===== config.mk =====
export PLATFORM = sky130hd
export DESIGN_NAME = mfmd_state_mem
export DESIGN_NICKNAME = d
export VERILOG_FILES = /design/src/sv/motor_feedback_multiturn_decoder_top_macros.svh /design/src/sv/mfmd_pkg.sv /design/src/sv/mfmd_state_mem.sv
export SDC_FILE = /design/constraint.sdc
export NUM_CORES = 2
export LEC_CHECK = 0
export ABC_AREA = 1
export BUFFER_PORTS_ARGS = -buffer_cell sky130_fd_sc_hd__buf_2
export CORE_MARGIN = 3
export CORE_UTILIZATION = 31
export DETAILED_ROUTE_END_ITERATION = 8
export MAX_ROUTING_LAYER = met4
export PLACE_DENSITY = 0.52
export REMOVE_ABC_BUFFERS = 1
export SYNTH_ARGS = -nofsm -noshare
export SYNTH_HDL_FRONTEND = slang
export SYNTH_SLANG_ARGS = --single-unit

===== constraint.sdc =====
create_clock -name clk_i -period 2.1 [get_ports clk_i]
set_input_delay 0.42 -clock clk_i [delete_from_list [all_inputs] [get_ports clk_i]]
set_output_delay 0.42 -clock clk_i [all_outputs]
set_load 0.01 [all_outputs]

===== src/sv/motor_feedback_multiturn_decoder_top_macros.svh =====
// ----------------------------------------------------------------------------
// Assertion macros for the multi-turn feedback decoder
// Concurrent checks clocked on clk_i and disabled while rst_ni is low.
// ----------------------------------------------------------------------------
`ifndef MOTOR_FEEDBACK_MULTITURN_DECODER_TOP_MACROS_SVH
`define MOTOR_FEEDBACK_MULTITURN_DECODER_TOP_MACROS_SVH
`ifndef NO_ASSERTIONS
// Antecedent implies consequent in the same cycle.
`define MFMD_ASSERT_IMPL(lbl, ante, cons, msg) \
  lbl: assert property (@(posedge clk_i) disable iff (!rst_ni) (ante) |-> (cons)) \
    else $error(msg);
// Antecedent implies consequent a fixed number of cycles later.
`define MFMD_ASSERT_LAT(lbl, ante, n, cons, msg) \
  lbl: assert property (@(posedge clk_i) disable iff (!rst_ni) (ante) |-> ##n (cons)) \
    else $error(msg);
`else
`define MFMD_ASSERT_IMPL(lbl, ante, cons, msg)
`define MFMD_ASSERT_LAT(lbl, ante, n, cons, msg)
`endif
`endif


===== src/sv/mfmd_pkg.sv =====
// ----------------------------------------------------------------------------
// mfmd_pkg
// Shared types and constants of the multi-turn feedback decoder.
// ----------------------------------------------------------------------------
package mfmd_pkg;

  localparam int unsigned IdW     = 11;
  localparam int unsigned EncW    = 16;
  localparam int unsigned TurnW   = 32;
  localparam int unsigned FiltW   = 24;
  localparam int unsigned AngW    = 48;
  localparam int unsigned AlphaW  = 16;
  localparam int unsigned SlotW   = 3;
  localparam int unsigned MaxIdxW = 4;

  localparam logic [IdW-1:0] IdFirst = 11'h201;
  localparam logic [IdW-1:0] IdLast  = 11'h208;

  localparam logic [AlphaW:0]    AlphaOne   = 17'h10000;
  localparam logic [AlphaW-1:0]  AlphaReset = 16'd58982;
  localparam logic [TurnW-1:0]   TurnMax    = 32'h7FFF_FFFF;
  localparam logic [TurnW-1:0]   TurnMin    = 32'h8000_0000;

  // Configuration register indexes.
  localparam logic [1:0] RegPresent = 2'd0;
  localparam logic [1:0] RegReverse = 2'd1;
  localparam logic [1:0] RegAlpha   = 2'd2;

  localparam int unsigned FifoDepth = 8;
  localparam int unsigned FifoPtrW  = $clog2(FifoDepth) + 1;

  typedef enum logic [2:0] {
    AdjNone,
    AdjInc,
    AdjDec,
    AdjIncWrap,
    AdjDecWrap
  } turn_adj_e;

  // One entry of the per-motor state memory.
  typedef struct packed {
    logic [EncW-1:0]  prev_enc;
    logic [TurnW-1:0] turns;
    logic [FiltW-1:0] speed;
    logic [FiltW-1:0] current;
    logic [AngW-1:0]  angle;
  } entry_t;

  // Decoded frame entering the update pipeline.
  typedef struct packed {
    logic             bus;
    logic [SlotW-1:0] slot;
    logic [EncW-1:0]  enc;
    logic [FiltW-1:0] xs;
    logic [FiltW-1:0] xc;
  } item_t;

  typedef struct packed {
    logic             bus;
    logic [SlotW-1:0] slot;
    logic [EncW-1:0]  enc;
    logic [TurnW-1:0] turns;
    logic [FiltW-1:0] speed;
    logic [FiltW-1:0] current;
    logic [AngW-1:0]  angle;
  } result_t;

  typedef struct packed {
    logic               vld;
    logic [MaxIdxW-1:0] idx;
  } stage_stat_t;

  typedef struct packed {
    stage_stat_t a;
    stage_stat_t b;
    stage_stat_t c;
    stage_stat_t d;
  } pipe_stat_t;

endpackage


===== src/sv/mfmd_state_mem.sv =====
// ----------------------------------------------------------------------------
// mfmd_state_mem
// Per-motor state memory with registered read, write-first bypass and valid
// bits so that entries never written read as zero.
// ----------------------------------------------------------------------------
module mfmd_state_mem import mfmd_pkg::*; #(
  parameter int unsigned DEPTH = 16
) (
  input  logic                                  clk_i,
  input  logic                                  rst_ni,
  input  logic                                  rd_en_i,
  input  logic [((DEPTH > 1) ? $clog2(DEPTH) : 1)-1:0] rd_idx_i,
  output entry_t                                rd_ent_o,
  input  logic                                  wr_en_i,
  input  logic [((DEPTH > 1) ? $clog2(DEPTH) : 1)-1:0] wr_idx_i,
  input  entry_t                                wr_ent_i
);

  localparam int unsigned IdxW = (DEPTH > 1) ? $clog2(DEPTH) : 1;

  entry_t           mem_q [DEPTH];
  logic [DEPTH-1:0] valid_q;
  entry_t           rd_q;
  logic             rd_vld_q;
  logic             bypass;

  assign bypass = wr_en_i && (wr_idx_i == rd_idx_i);

  always_ff @(posedge clk_i) begin
    if (wr_en_i) begin
      mem_q[wr_idx_i] <= wr_ent_i;
    end
  end

  always_ff @(posedge clk_i) begin
    if (rd_en_i) begin
      if (bypass) begin
        rd_q <= wr_ent_i;
      end else begin
        rd_q <= mem_q[rd_idx_i];
      end
    end
  end

  always_ff @(posedge clk_i or negedge rst_ni) begin
    if (!rst_ni) begin
      valid_q  <= '0;
      rd_vld_q <= 1'b0;
    end else begin
      if (wr_en_i) begin
        valid_q[wr_idx_i] <= 1'b1;
      end
      if (rd_en_i) begin
        rd_vld_q <= bypass || valid_q[rd_idx_i];
      end
    end
  end

  assign rd_ent_o = rd_vld_q ? rd_q : '0;

endmodule


Word level (Yosys, flattened, before mapping) --
Memories as Yosys holds them, arrays and structs flattened. A register that Yosys moved wholly into a read port is not among the register bits. Cells that the tools add are included.
Cells by class: reduce and logical (&&, ||, !) cells 3, add/sub/neg operators 0, multipliers 0, multiplexer cells 7, order comparisons 3, shift operators 0, eq/ne operators 1, bitwise operators 1, divide/modulo/power cells 0
Operators with widths (count):
- $mux W144 | 1
- $or A16 B16 Y16 | 1
- $lt A4 B5 Y1 const B | 2
- $bmux W1 S4 | 1
- $demux W1 S4 | 1
- $eq A4 B4 Y1 | 1
- $ge A4 B1 Y1 const B | 1
- $mux W1 | 4
- $logic_and A1 B1 Y1 | 2
- $logic_or A1 B1 Y1 | 1
Storage, ports and cells: bits in latches 0, bits in read-only memories 0, register bits 17, input bits 156, logic and storage cells 18, output and inout port bits 144, memories 1, bits in writable memories 2304
Memory list:
- mem_q | depth 16, bits a word 144, rd ports 1, clocked after memory_dff 1, wr ports 1, RTL line mfmd_state_mem.sv:21 | entry_t mem_q [DEPTH];

Logic depth before layout (Yosys ltp) --
word-level depth 5, mapped depth 13, mapped depth without buffers 10

Least setup slack after synthesis --
OpenSTA, ideal clock, no wires.
kind input-to-reg, start in wr_idx_i[1] (netlist bit), end mem mem_q[0][0] (netlist bit) (enable), data required time 1.450 ns, data arrival time 6.658 ns, stages 3, buffers on the path 0, setup slack -5.208 ns, setup time 0.650 ns, cells stage by stage inv_2 > nand3_1 > nor2_1
RTL lines:
- start, declared | RTL line mfmd_state_mem.sv:15 | input logic [((DEPTH > 1) ? $clog2(DEPTH) : 1)-1:0] wr_idx_i,
- end, declared | RTL line mfmd_state_mem.sv:21
Straight into the memory's write port.

==> results.ini <==
[run_status]
outcome = finished with violations
violations = negative setup slack

[floorplanning]
dieArea_um2 = 326300
start_util = 0.3129
num_io_pins = 300
fp.dieW_um = 571.2
core_um2 = 316500
die_h_um = 571.2
row_count = 206

[critical_path]
crit_path_end_kind = primary output
worstPathMaxFanout = 7
worst_ep_required_time_ns = 1.68
critical_path_buf_inv_count = 5
critPathMaxStageDelay_ns = 0.50
path_class = register to primary output
arrival_ns = 2.17
startpoint_type = register
slowest_stage = dfrtp_4
critPathTopFamily = buffers and inverters
cpMostUsedCell = buf_16
worstPathCellList = buf_12 -> buf_16 -> buf_16 -> nand2_4 -> inv_2 -> buf_6

[synth]
yosys.area.top_type_share = 0.7422
synth_top_area_cell = edfxtp_1
ys_seq_elements = 2465
seq_area_frac_synth = 0.7465
syn-instance-count = 8331
synth_cell_types = 17
synth_warnings = 0
syn_area_um2 = 99040
avgSynthCellArea_um2 = 11.89
synth_area_leaders = edfxtp_1 74%, nand2_1 12%, nand3_1 10%

[placed_design]
dp_hpwl_um = 181100
pre_cts_ws_ns = -0.1095
gp_congestion = 0.8231
placed_area_um2 = 111300
port_buffers = 299
dp.cells = 12780

[timing]
worst_slack_ns = -0.4883
finalSetupViolations = 144
min_period_ns = 2.588
finalHoldViolations = 0
grt_setup_unrepaired = yes
worst_slew_pin_slew_ns = 0.7296
max-slew-margin-rel = 0.5136
layout_worst_path_cycle_share = 1.233
fmax_mhz = 386.3
holdWs_ns = 0.06992
drv_slew = 0
fin_skew_ns = 0.05181

[clock_tree]
htree_levels = 5
insertion_delay_ns = 0.90
cts_buffers = 273
cts_max_path_buffers = 4
root_buffer = clkbuf_16
cts_tree = built
clkSlewWorstSetupHoldPaths_ns = 0.06
clock_sinks = 2465

[global_routing]
grt_pass1_wl_um = 449800
grt_util_all_layers = 0.1900
antenna_found_initial = 54
overflow = 0
grt_pass1_vias = 65060
grt_max_degree = 120

[cells_and_area]
syn2layout_area_growth_pct = 25.40
drive_gt1_frac = 0.1631
fin_cells = 13480
final_area_um2 = 124200
nets = 9226

[power]
p_leak_nw = 46.04
p_comb_frac = 0.086
seq_power_share = 0.495
power_density_nw_per_um2 = 911.7
power.total_w = 0.1132
p_switching_w = 0.02628
internal_power_w = 0.08695
switching_share = 0.2321
irDropWorstVdd_mv = 0.5680
clkPwrFrac = 0.420

[routing]
antenna_left = 0
wl_per_cell_um = 22.97
drt-total-wl_um = 309600
remaining_drc_errors = 0
drtIter0Drc = 6078
avgViaCountPerCell = 4.973
num_vias = 67020
dr.pass1.iters = 6

[flow_run]
cap_violations = 0

[hold_path]
hp-class = input port to register

cell families after synthesis:
group                  Yosys count  synth area share
AND/OR/NAND/NOR               5144            0.2202
XOR/XNOR                         1        0.00008845
buffers and inverters          701           0.03218
flip-flops                    2465            0.7465
AO/OA/AOI/OAI                   20          0.001011
cells in the final DEF, fill, tap and decap left out, drive strengths merged:
cell type,netlist,routed
clkinv,0,101
dfrtp,17,17
nor2,29,29
o21ai,20,20
nand2,3120,3120
xnor2,1,1
inv,172,182
bufinv,0,26
diode,0,40
edfxtp,2448,2448
clkinvlp,0,9
dlygate4sd3,0,147
clkbuf,136,342
nand3,1994,1994
or2,1,1
buf,393,840
cell usage after synthesis:
| master | number |
|---|---|
| clkbuf_1 | 136 |
| or2_2 | 1 |
| o21ai_0 | 19 |
| buf_4 | 26 |
| dfrtp_1 | 17 |
| nor2_1 | 29 |
| buf_2 | 312 |
| buf_6 | 9 |
| nand3_1 | 1993 |
| o21ai_1 | 1 |
| xnor2_1 | 1 |
| nand3_2 | 1 |
| nand2_1 | 3120 |
| inv_2 | 6 |
| buf_1 | 46 |
| edfxtp_1 | 2448 |
| inv_1 | 166 |
worst min-delay path: cells and delay by family:
kind	cells	cell delay, ns
buf+inv	2	0.28
simple gates	1	0.12
compound gates	1	0.08
state kept, by name (all words and copies together) (netlist names):
name,flops
rd_vld_q,1
valid_q,16
rd_q,144
mem_q,2304
metrics by stage:
step           TNS, ns    util
3_5_place_dp   -0.1435  0.3516
3_3_place_gp   -0.7939  0.3516
2_1_floorplan        -       -
4_1_cts         -71.67  0.3870
6_report        -63.15  0.3924
5_1_grt         -72.60  0.3924
power groups by stage:
stage | registers (W) | clock network (W) | logic (W)
floorplan | 0.0569 | 0 | 0.00396
global placement | 0.0570 | 0 | 0.00813
detailed placement | 0.0570 | 0 | 0.00820
CTS | 0.0560 | 0.0485 | 0.00907
global route | 0.0561 | 0.0504 | 0.0106
finish | 0.0560 | 0.0475 | 0.00969
layout make-up:
cell class,count,area (µm²)
antenna,40,100.1
clock buffer,336,7269
clock inverter,146,1516
fill,29810,192300
inverter,172,688.2
multi-input combinational,5165,23080
sequential,2465,73940
tap,4160,5205
timing repair buffer,993,12400
per-layer routing:
layer	vias to the layer above	global-route usage	routed length, µm	part of all wire
li1	30720	-	-	-
met1	33560	0.2585	136900	0.44
met2	2287	0.2920	142900	0.46
met3	453	0.03687	22020	0.071
met4	0	0.04868	7790	0.025
met5	-	-	0	0
timing repair:
item                                    in CTS  in global routing
endpoints found under the setup margin     144                144
gates resized for setup                    176                402
endpoints found under the hold margin     2405                  0
buffers inserted                             7                  4
hold buffers                               147                  0
cloned                                      11                  7
pin swaps                                    5                 25
worst paths after layout:
check | startpoint | end | slack [ns] | depth (start not counted)
worst max register to register | mem_q[0][7] | rd_q[7] | 0.75 | 8
min in group asynchronous | rst_ni | rd_vld_q | 0.19 | 2
worst min-delay path | wr_en_i | valid_q[7] | 0.07 | 4
worst max-delay path | rd_vld_q | rd_ent_o[83] | -0.49 | 6
max in group asynchronous | rst_ni | rd_vld_q | 1.54 | 2
worst min register to register | valid_q[12] | valid_q[12] | 0.46 | 2
Note: power is estimated with default switching activity, not from simulation.
