### src/sv/motor_feedback_multiturn_decoder_top_macros.svh
// ----------------------------------------------------------------------------
// Assertion macros for the multi-turn feedback decoder
// Concurrent checks clocked on clk_i and disabled while rst_ni is low.
// ----------------------------------------------------------------------------
`ifndef MOTOR_FEEDBACK_MULTITURN_DECODER_TOP_MACROS_SVH
`define MOTOR_FEEDBACK_MULTITURN_DECODER_TOP_MACROS_SVH
`ifndef NO_ASSERTIONS
// Antecedent implies consequent in the same cycle.
`define MFMD_ASSERT_IMPL(lbl, ante, cons, msg) \
  lbl: assert property (@(posedge clk_i) disable iff (!rst_ni) (ante) |-> (cons)) \
    else $error(msg);
// Antecedent implies consequent a fixed number of cycles later.
`define MFMD_ASSERT_LAT(lbl, ante, n, cons, msg) \
  lbl: assert property (@(posedge clk_i) disable iff (!rst_ni) (ante) |-> ##n (cons)) \
    else $error(msg);
`else
`define MFMD_ASSERT_IMPL(lbl, ante, cons, msg)
`define MFMD_ASSERT_LAT(lbl, ante, n, cons, msg)
`endif
`endif

### src/sv/mfmd_pkg.sv
// ----------------------------------------------------------------------------
// mfmd_pkg
// Shared types and constants of the multi-turn feedback decoder.
// ----------------------------------------------------------------------------
package mfmd_pkg;

  localparam int unsigned IdW     = 11;
  localparam int unsigned EncW    = 16;
  localparam int unsigned TurnW   = 32;
  localparam int unsigned FiltW   = 24;
  localparam int unsigned AngW    = 48;
  localparam int unsigned AlphaW  = 16;
  localparam int unsigned SlotW   = 3;
  localparam int unsigned MaxIdxW = 4;

  localparam logic [IdW-1:0] IdFirst = 11'h201;
  localparam logic [IdW-1:0] IdLast  = 11'h208;

  localparam logic [AlphaW:0]    AlphaOne   = 17'h10000;
  localparam logic [AlphaW-1:0]  AlphaReset = 16'd58982;
  localparam logic [TurnW-1:0]   TurnMax    = 32'h7FFF_FFFF;
  localparam logic [TurnW-1:0]   TurnMin    = 32'h8000_0000;

  // Configuration register indexes.
  localparam logic [1:0] RegPresent = 2'd0;
  localparam logic [1:0] RegReverse = 2'd1;
  localparam logic [1:0] RegAlpha   = 2'd2;

  localparam int unsigned FifoDepth = 8;
  localparam int unsigned FifoPtrW  = $clog2(FifoDepth) + 1;

  typedef enum logic [2:0] {
    AdjNone,
    AdjInc,
    AdjDec,
    AdjIncWrap,
    AdjDecWrap
  } turn_adj_e;

  // One entry of the per-motor state memory.
  typedef struct packed {
    logic [EncW-1:0]  prev_enc;
    logic [TurnW-1:0] turns;
    logic [FiltW-1:0] speed;
    logic [FiltW-1:0] current;
    logic [AngW-1:0]  angle;
  } entry_t;

  // Decoded frame entering the update pipeline.
  typedef struct packed {
    logic             bus;
    logic [SlotW-1:0] slot;
    logic [EncW-1:0]  enc;
    logic [FiltW-1:0] xs;
    logic [FiltW-1:0] xc;
  } item_t;

  typedef struct packed {
    logic             bus;
    logic [SlotW-1:0] slot;
    logic [EncW-1:0]  enc;
    logic [TurnW-1:0] turns;
    logic [FiltW-1:0] speed;
    logic [FiltW-1:0] current;
    logic [AngW-1:0]  angle;
  } result_t;

  typedef struct packed {
    logic               vld;
    logic [MaxIdxW-1:0] idx;
  } stage_stat_t;

  typedef struct packed {
    stage_stat_t a;
    stage_stat_t b;
    stage_stat_t c;
    stage_stat_t d;
  } pipe_stat_t;

endpackage

### src/sv/mfmd_out_fifo.sv
// ----------------------------------------------------------------------------
// mfmd_out_fifo
// Result queue with slot reservation, so that the update pipeline never has
// to stall once a frame is taken.
// ----------------------------------------------------------------------------
module mfmd_out_fifo import mfmd_pkg::*; (
  input  logic    clk_i,
  input  logic    rst_ni,
  input  logic    reserve_i,
  output logic    space_o,
  input  logic    push_i,
  input  result_t push_data_i,
  output logic    out_vld_o,
  input  logic    out_rdy_i,
  output result_t out_data_o
);

  result_t             mem_q [FifoDepth];
  logic [FifoPtrW-1:0] wr_ptr_q;
  logic [FifoPtrW-1:0] rd_ptr_q;
  // Counts stored results plus frames still in the pipeline.
  logic [FifoPtrW-1:0] cnt_q;
  logic [FifoPtrW-1:0] cnt_d;
  logic                pop;

  assign out_vld_o  = wr_ptr_q != rd_ptr_q;
  assign pop        = out_vld_o && out_rdy_i;
  assign space_o    = cnt_q < FifoPtrW'(FifoDepth);
  assign out_data_o = mem_q[rd_ptr_q[FifoPtrW-2:0]];
  assign cnt_d      = cnt_q + FifoPtrW'(reserve_i) - FifoPtrW'(pop);

  always_ff @(posedge clk_i) begin
    if (push_i) begin
      mem_q[wr_ptr_q[FifoPtrW-2:0]] <= push_data_i;
    end
  end

  always_ff @(posedge clk_i or negedge rst_ni) begin
    if (!rst_ni) begin
      wr_ptr_q <= '0;
      rd_ptr_q <= '0;
      cnt_q    <= '0;
    end else begin
      if (push_i) begin
        wr_ptr_q <= wr_ptr_q + FifoPtrW'(1);
      end
      if (pop) begin
        rd_ptr_q <= rd_ptr_q + FifoPtrW'(1);
      end
      cnt_q <= cnt_d;
    end
  end

endmodule

### config.mk
export PLATFORM = sky130hd
export DESIGN_NAME = mfmd_out_fifo
export DESIGN_NICKNAME = d
export VERILOG_FILES = /design/src/sv/motor_feedback_multiturn_decoder_top_macros.svh /design/src/sv/mfmd_pkg.sv /design/src/sv/mfmd_out_fifo.sv
export SDC_FILE = /design/constraint.sdc
export NUM_CORES = 1
export LEC_CHECK = 0
export BUFFER_PORTS_ARGS = -buffer_cell sky130_fd_sc_hd__buf_2
export CAP_MARGIN = 5
export CORE_MARGIN = 2
export CORE_UTILIZATION = 50
export DETAILED_ROUTE_END_ITERATION = 7
export PLACE_DENSITY = 0.78
export SYNTH_ARGS = -nofsm -noshare
export SYNTH_HDL_FRONTEND = slang
export SYNTH_SLANG_ARGS = --single-unit
### constraint.sdc
create_clock -name clk_i -period 16.25 [get_ports clk_i]
set_input_delay 0.8125 -clock clk_i [delete_from_list [all_inputs] [get_ports clk_i]]
set_output_delay 0.8125 -clock clk_i [all_outputs]
set_load 0.05 [all_outputs]
# Word-level counts from Yosys, hierarchy flattened
# Memories as Yosys holds them, arrays and structs flattened.
# Index checks and enable logic that the tools add are counted.
# word_totals
romBits	0
ff_bits	12
output_inout_bits	150
latch_bits	0
ramBits	1184
word_cells	13
n_memories	1
# op_classes
n_addsub	4
n_bitwise	0
div	0
multipliers	0
shift	0
n_eq_ne	1
n_lt_le_gt_ge	1
n_mux	2
n_reduce_logical	1
# mem_list
name	words	word_bits	read_ports	rd_clocked_by_memory_dff	write_ports	line	source
mem_q	8	148	1	0	1	mfmd_out_fifo.sv:18	result_t mem_q [FifoDepth];
# op_table
operator	n
adder 4 x 1 -> 4 bit (second input constant)	2
adder 4 x 1 -> 4 bit	1
< comparator 4 bit (second input constant)	1
inequality test 4 bit	1
subtractor 4 x 1 -> 4 bit	1
two-way mux 1 bit	2
logical AND 1 bit	1

# Longest topological paths before layout
# Gate-level depths: netlist of run 1.
# depth
depth_word	3
depth_mapped	9
ltp_nobuf	8

# Worst setup path before layout of run 1
# OpenSTA, ideal clock, no wires.
# synth_path
kind	input to register
start	input push_i
end	memory mem_q[0][0] (netlist bit) (enable)
path_stages	2
setup_time_ns	0.837
path_slack_ns	4.527
t_arrival_ns	10.886
required_time_ns	15.413
n_path_buf	0
cell_sequence	nand2b_1 nor3_1
# synth_between
elab_chain_len	2
# synth_rtl
item	line	source
from (decl)	mfmd_out_fifo.sv:11	input logic push_i,
two-way mux 1 bit	mfmd_out_fifo.sv:33	if (push_i) begin
two-way mux 1 bit (not written as such)	mfmd_out_fifo.sv:34	mem_q[wr_ptr_q[FifoPtrW-2:0]] <= push_data_i;
to (decl)	mfmd_out_fifo.sv:18	
# Every way passes these cells.

==> flow_summary.rst, run 1 <==
.. list-table::
   :header-rows: 1

   * - Metric
     - Value
   * - Horizontal extent of the die
     - 304.3 µm
   * - Final estimated routing congestion in global placement
     - 0.7175
   * - Leak pwr
     - 0.01666 µW
   * - Internal cell power
     - 6617 µW
   * - Number of sinks handled by clock tree synthesis
     - 1196
   * - Layout Skew
     - 0.02755 ns
   * - Post-synth net total
     - 1934
   * - Count of state elements after synthesis
     - 1196
   * - Required time at the worst-slack endpoint
     - 15.44 ns
   * - Most used standard cells in the synthesized netlist
     - sky130_fd_sc_hd__edfxtp_1, sky130_fd_sc_hd__mux4_2, sky130_fd_sc_hd__mux2_2
   * - CTS tree
     - built
   * - Share of synthesized cell area in full adder, half adder and majority cells
     - 0.2109%
   * - Clock slew at the register clock pins of the worst setup and hold paths
     - 0.06 ns
   * - Asr flop ratio synth
     - 1.003%
   * - Overall routing resource usage
     - 19.40%
   * - Rows
     - 110
   * - Post-synthesis compound-gate area fraction
     - 0.06383%
   * - H-tree depth reported by CTS
     - 3
   * - Starting density of the core
     - 50.24%
   * - Area contributors post-synth
     - sky130_fd_sc_hd__edfxtp_1, sky130_fd_sc_hd__mux4_2, sky130_fd_sc_hd__mux2_2, sky130_fd_sc_hd__dfrtp_1, sky130_fd_sc_hd__buf_6
   * - Number of buffers between clock root and the deepest sink
     - 3
   * - Number of nets in the finished design
     - 2306
   * - Setup repair after global routing missed its margin
     - false
   * - Leading cell type by number of instances after synthesis
     - sky130_fd_sc_hd__edfxtp_1
   * - Post-synthesis share of cell area spent on and, or, nand and nor gates
     - 0.1748%
   * - Max Transition Viols Final
     - 0
   * - Die footprint
     - 0.09258 mm²
   * - Startpoint-to-endpoint class of the critical path
     - register to output pin
   * - Count of buffers from port buffering
     - 302
   * - Top-level port count
     - 303
   * - Fraction of power consumed by sequential logic
     - 39.5%
   * - Total of endpoints with negative setup slack in the final report
     - 0
   * - Number of instances in the synthesized netlist
     - 1774
   * - Buf/Inv on CP
     - 4
   * - Type of element launching the critical path
     - register
   * - Power per Cell Area
     - 199.6 mW/mm²
   * - Antenna violations before repair
     - 21
   * - Pin count of the biggest net entering global routing
     - 99
   * - Switching share of total power
     - 35.63%
   * - Slowest cell on the critical path
     - sky130_fd_sc_hd__dfrtp_4
   * - Cell Count, Final, Fillers Out
     - 3429
   * - Share of cell area taken by muxes after synthesis
     - 18.53%
   * - Main combinational cell family by area after synthesis
     - multiplexers
   * - Fraction of layout cells with a size suffix above 1
     - 42.53%
   * - Final count of hold timing violations
     - 0
   * - Number of distinct library cell variants in the gate-level netlist after synthesis
     - 21
   * - Area added between synthesis and finish
     - 14.23%
   * - Later-pin clock latency in the skew report
     - 0.68 ns
   * - Wire length of the first global-routing pass
     - 133500 µm
   * - CP Cell Sequence
     - buf_4, buf_4, buf_4, mux4_2, mux2_2, buf_2
   * - Number of global-route vias before repair
     - 21180
   * - Achievable Freq
     - 160.1 MHz
   * - Post-Syn Area
     - 0.04508 mm²
   * - Filler cell count
     - 6296
   * - Critical Path Sink Type
     - output pin
   * - Number of search-and-repair iterations in the first detailed-routing pass
     - 5
   * - Flop-to-flop setup slack
     - 12.50 ns
   * - Core region area
     - 0.08974 mm²
   * - Post_cts resized
     - 0
   * - Part of the total power dissipated in the clock network
     - 24.5%
   * - Vias after detailed routing
     - 19570
   * - Power dissipated by switching net loads
     - 3663 µW
   * - Share of total power in combinational logic
     - 36.0%
   * - Area share of xor/xnor cells in the synthesized design
     - 0.2526%
   * - Fraction of the yosys area taken by sequential cells
     - 79.53%
   * - Number of buffers added by the clock tree synthesis step
     - 115
   * - Run status
     - complete, no violations
   * - Syn avg cell area
     - 25.41 µm²
   * - Peak supply drop
     - 0.0001474 V
   * - Area leader, netlist
     - sky130_fd_sc_hd__edfxtp_1
   * - Fraction of post-synthesis cell area in the top cell type by area
     - 78.86%
   * - Cell class contributing the biggest share of worst-path delay
     - buffers and inverters
   * - Residual DRC
     - 0
   * - Detailed Place HPWL
     - 48000 µm
   * - GRT Residual Overflow
     - 0
   * - Slew Limit Headroom
     - 27.67%
   * - Final critical-path required period
     - 6.244 ns
   * - Yosys warning total
     - 0
   * - Root buf cell
     - sky130_fd_sc_hd__clkbuf_16
   * - DR vias/cell
     - 5.706
   * - Worst path most repeated cell
     - sky130_fd_sc_hd__buf_4
   * - Total negative setup slack
     - 0 ns
   * - Most used flip-flop cell after synthesis
     - sky130_fd_sc_hd__edfxtp_1
   * - Maximum fanout along the worst path
     - 51
   * - Number of cells in the design after placement
     - 3204
   * - Hold crit path type
     - input port to register
   * - Iteration-0 DRC Markers
     - 1732
   * - Slew at the pin with the worst max-slew slack
     - 1.085 ns
   * - Post-detailed-route wirelength per cell
     - 25.96 µm
   * - Count of antenna-violating nets left after detailed routing
     - 0
   * - Wire length after detailed routing
     - 89020 µm
   * - Largest incremental delay on the critical path
     - 1.09 ns
   * - Final period utilization
     - 38.43%
   * - Max-cap check violation count
     - 0
   * - Chip height
     - 304.3 µm
   * - Number of enable-type register cells in the synthesized netlist
     - 1184
   * - Data arrival time of the critical path
     - 5.43 ns
[layout make-up]
class                      count  area [µm²]  share of cell area (%)
multi-input combinational    486        8727                   16.95
antenna                       12       30.03                 0.05831
inverter                       7       26.28                 0.05102
tap                         1176        1471                   2.857
sequential                  1196       35870                   69.64
timing repair buffer         340        1812                   3.518
clock inverter                64       521.8                   1.013
clock buffer                 148        3044                   5.911
[sequential cells by signal, indices dropped and copies added, names as in the netlist]
register  count
wr_ptr_q      4
mem_q      1184
rd_ptr_q      4
cnt_q         4
[per-stage QoR]
step / total power, µW / hold WS [ns] / area [µm²] / util, % / setup slack [ns]
2_1_floorplan: 7118 / 0.4617 / 45080 / - / 4.527
3_3_place_gp: 7803 / 0.4751 / 47890 / 53.37 / 10.61
3_5_place_dp: 7889 / 0.4836 / 47890 / 53.37 / 10.52
4_1_cts: 10410 / 0.3139 / 51470 / 57.36 / 9.760
5_1_grt: 10690 / 0.3267 / 51480 / 57.37 / 9.453
6_report: 10280 / 0.3624 / 51500 / 57.39 / 10.01
[kinds of logic (layout without fill, tap and decap cells)]
logic type	Yosys count	in the layout
DFF	1196	1196
buffers and inverters	92	559
xor gates and xnor gates	13	13
and+or+nand+nor	17	17
adders and majority gates	7	7
AOI/OAI and AO/OA	3	3
muxes	446	446
other	0	12
[power by group through the flow]
| stage | sequential (µW) | combinational, µW | clock [µW] |
|---|---|---|---|
| 5_1_grt | 4100 | 3890 | 2690 |
| 6_report | 4060 | 3700 | 2520 |
| 2_1_floorplan | 4110 | 3010 | 0 |
| 3_3_place_gp | 4100 | 3710 | 0 |
| 3_5_place_dp | 4130 | 3750 | 0 |
| 4_1_cts | 4070 | 3770 | 2570 |
[layer usage]
metal	part of all wire, %	global-route usage, %
met5	0.20	0
met4	1.6	4.686
met3	7.4	5.042
met2	52	33.74
met1	39	24.53
[layout by cell type (no fill, tap or decap), types with 3 or more instances in the layout]
| cell | Yosys | layout |
|---|---|---|
| sky130_fd_sc_hd__mux4_2 | 296 | 296 |
| sky130_fd_sc_hd__dfrtp_1 | 12 | 9 |
| sky130_fd_sc_hd__xor2_1 | 4 | 4 |
| sky130_fd_sc_hd__bufinv_16 | 0 | 7 |
| sky130_fd_sc_hd__clkinv_1 | 0 | 25 |
| sky130_fd_sc_hd__inv_1 | 7 | 7 |
| sky130_fd_sc_hd__nand2_1 | 4 | 4 |
| sky130_fd_sc_hd__xnor2_1 | 9 | 9 |
| sky130_fd_sc_hd__diode_2 | 0 | 12 |
| sky130_fd_sc_hd__nor2_4 | 0 | 6 |
| sky130_fd_sc_hd__buf_4 | 1 | 36 |
| sky130_fd_sc_hd__dfrtp_4 | 0 | 3 |
| sky130_fd_sc_hd__ha_1 | 6 | 6 |
| sky130_fd_sc_hd__clkbuf_1 | 28 | 31 |
| sky130_fd_sc_hd__clkbuf_16 | 0 | 117 |
| sky130_fd_sc_hd__mux2_2 | 150 | 150 |
| sky130_fd_sc_hd__buf_2 | 34 | 302 |
| sky130_fd_sc_hd__inv_6 | 0 | 3 |
| sky130_fd_sc_hd__edfxtp_1 | 1184 | 1184 |
| sky130_fd_sc_hd__clkinv_2 | 0 | 23 |
| sky130_fd_sc_hd__nand2b_1 | 3 | 3 |
[path summary, 6_finish.rpt]
| kind | from | to | depth (start not counted) |
|---|---|---|---|
| worst min-delay path | reserve_i | cnt_q[0] | 2 |
| worst max-delay path | rd_ptr_q[0] | out_data_o[55] | 6 |
| max in group asynchronous | rst_ni | rd_ptr_q[1] | 2 |
| min in group asynchronous | rst_ni | cnt_q[2] | 2 |
| worst min register to register | wr_ptr_q[3] | wr_ptr_q[3] | 1 |
| worst max register to register | wr_ptr_q[1] | mem_q[0][53] | 4 |
[repair_timing]
item	4_1_cts	5_1_grt
hold endpoints to repair	12	0
buffers inserted	0	0
hold buffers	1	0
Note: power is estimated with default switching activity, not from simulation.
==> run 2: changes to the inputs <==
==> constraint.sdc (replaced) <==
create_clock -name clk_i -period 6.1 [get_ports clk_i]
set_input_delay 0.305 -clock clk_i [delete_from_list [all_inputs] [get_ports clk_i]]
set_output_delay 0.305 -clock clk_i [all_outputs]
set_load 0.05 [all_outputs]
==> flow_summary.rst, run 2 (synthesis results as in run 1) <==
.. list-table::
   :header-rows: 1

   * - Metric
     - Value
   * - Residual DRC
     - 0
   * - Achievable Freq
     - 249.7 MHz
   * - Number of search-and-repair iterations in the first detailed-routing pass
     - 7
   * - Number of flip-flops under the largest register name
     - 1184
   * - Startpoint-to-endpoint class of the critical path
     - register to output pin
   * - Maximum fanout along the worst path
     - 49
   * - Most common cell after layout, fill and taps aside
     - sky130_fd_sc_hd__edfxtp_1
   * - Type of element launching the critical path
     - register
   * - Chip height
     - 304.3 µm
   * - Worst slack at placement
     - 2.763 ns
   * - Total of endpoints with negative setup slack in the final report
     - 0
   * - Max-cap check violation count
     - 0
   * - Wire length after detailed routing
     - 91510 µm
   * - CTS tree
     - built
   * - Wire length of the first global-routing pass
     - 138100 µm
   * - Number of buffers added by the clock tree synthesis step
     - 116
   * - Filler cell count
     - 6088
   * - Final critical-path required period
     - 4.005 ns
   * - Cell class contributing the biggest share of worst-path delay
     - flip-flops
   * - Final estimated routing congestion in global placement
     - 0.6909
   * - Max Transition Viols Final
     - 0
   * - Iteration-0 DRC Markers
     - 1806
   * - Core region area
     - 0.08974 mm²
   * - Required time at the worst-slack endpoint
     - 5.79 ns
   * - Post-route setup slack
     - 2.095 ns
   * - Cell Count, Final, Fillers Out
     - 3574
   * - Root buf cell
     - sky130_fd_sc_hd__clkbuf_16
   * - Top-level port count
     - 303
   * - Layout Skew
     - 0.02800 ns
   * - Horizontal extent of the die
     - 304.3 µm
   * - Number of cells in the design after placement
     - 3197
   * - Detailed Place HPWL
     - 45540 µm
   * - Slowest cell on the critical path
     - sky130_fd_sc_hd__dfrtp_4
   * - Leak pwr
     - 0.01739 µW
   * - Peak supply drop
     - 0.0004764 V
   * - Number of buffers between clock root and the deepest sink
     - 3
   * - Power per Cell Area
     - 523.6 mW/mm²
   * - Post_cts resized
     - 0
   * - Hold crit path type
     - input port to register
   * - GRT Residual Overflow
     - 0
   * - Post-detailed-route wirelength per cell
     - 25.61 µm
   * - Count of buffers from port buffering
     - 302
   * - Pin count of the biggest net entering global routing
     - 164
   * - H-tree depth reported by CTS
     - 3
   * - Run status
     - complete, no violations
   * - Die footprint
     - 0.09258 mm²
   * - Slew Limit Headroom
     - 20.73%
   * - Data arrival time of the critical path
     - 3.70 ns
   * - Area of all sequential standard cells
     - 0.03587 mm²
   * - Final period utilization
     - 65.65%
   * - Largest incremental delay on the critical path
     - 1.08 ns
   * - Number of global-route vias before repair
     - 22200
   * - Multi-input logic area
     - 0.008740 mm²
   * - Slew at the pin with the worst max-slew slack
     - 1.189 ns
   * - Number of nets in the finished design
     - 2452
   * - Buf/Inv on CP
     - 2
   * - Vias after detailed routing
     - 20410
   * - Top library cells by usage in the layout, fill and taps aside
     - sky130_fd_sc_hd__edfxtp_1, sky130_fd_sc_hd__buf_2, sky130_fd_sc_hd__mux4_2, sky130_fd_sc_hd__dlygate4sd3_1, sky130_fd_sc_hd__mux2_2
   * - Count of antenna-violating nets left after detailed routing
     - 0
   * - Number of sinks handled by clock tree synthesis
     - 1196
   * - Antenna violations before repair
     - 12
   * - Area added between synthesis and finish
     - 18.24%
   * - Overall routing resource usage
     - 19.92%
   * - Starting density of the core
     - 50.24%
   * - Critical Path Sink Type
     - output pin
   * - CP Cell Sequence
     - buf_4, mux4_2, mux2_2, buf_2
   * - Rows
     - 110
   * - DR vias/cell
     - 5.711
   * - Clock slew at the register clock pins of the worst setup and hold paths
     - 0.06 ns
   * - Fraction of layout cells with a size suffix above 1
     - 39.97%
   * - Later-pin clock latency in the skew report
     - 0.69 ns
   * - Setup repair after global routing missed its margin
     - false
   * - Final count of hold timing violations
     - 0
==> run 2: worst paths after layout <==
| path | slack, ns | cells after the start | end | start |
|---|---|---|---|---|
| min reg2reg | 0.49 | 1 | wr_ptr_q[3] | wr_ptr_q[3] |
| min in group asynchronous | 0.73 | 3 | cnt_q[0] | rst_ni |
| max | 2.10 | 4 | out_data_o[104] | rd_ptr_q[0] |
| max reg2reg | 3.20 | 7 | cnt_q[2] | rd_ptr_q[0] |
| min | 0.40 | 3 | cnt_q[0] | reserve_i |
| max in group asynchronous | 4.92 | 3 | rd_ptr_q[2] | rst_ni |
==> run 2: cell type report <==
class	instances	area share, %
flip-flops and latches	1196	67.28
multi-input cells	486	16.40
repair buffers	485	6.413
clock buffers	142	5.706
well taps	1176	2.760
clock inverters	73	1.350
inverters	7	0.04929
diodes	9	0.04225
==> run 2: worst reg2reg max path, cell delays in order, from the launching register on <==
cell and delay [ns]:
sky130_fd_sc_hd__dfrtp_4 1.08, sky130_fd_sc_hd__xnor2_1 0.27, sky130_fd_sc_hd__a41oi_2 0.26, sky130_fd_sc_hd__ha_1 0.35
sky130_fd_sc_hd__inv_1 0.04, sky130_fd_sc_hd__ha_1 0.20, sky130_fd_sc_hd__fa_1 0.42, sky130_fd_sc_hd__xor2_1 0.18
==> run 2: what timing repair did <==
action	CTS	global route
hold buffers	153	0
endpoints found under the hold margin	1202	0
setup buffers	0	0
==> run 2: stage by stage <==
step | util, % | hold WS [ns] | instance area [µm²] | TNS (ns) | total power (µW)
after global routing | 59.39 | 0.3953 | 53290 | 0 | 28960
after global placement | 53.48 | 0.1960 | 47990 | 0 | 20810
final | 59.40 | 0.4042 | 53300 | 0 | 27910
after floorplan | - | 0.009409 | 45100 | -1293.53 | 18900
after detailed placement | 53.48 | 0.2068 | 47990 | 0 | 21020
after CTS | 59.38 | 0.3413 | 53280 | 0 | 28170
==> run 2: report_power, final <==
group,switching (µW),internal [µW],total [µW],leakage (µW)
sequential,474,10300,10800,0.0109
combinational,6470,3610,10100,0.00466
clock,2940,4090,7030,0.00183
==> run 2: routing by layer <==
metal  vias to the layer above  track usage, %  part of all wire (%)
met5                         -               0                  0.10
met4                        14           5.503                   1.9
met3                       141           4.959                   7.3
met2                       678           33.80                    51
met1                     10890           25.83                    40
li1                       8686               -                     -
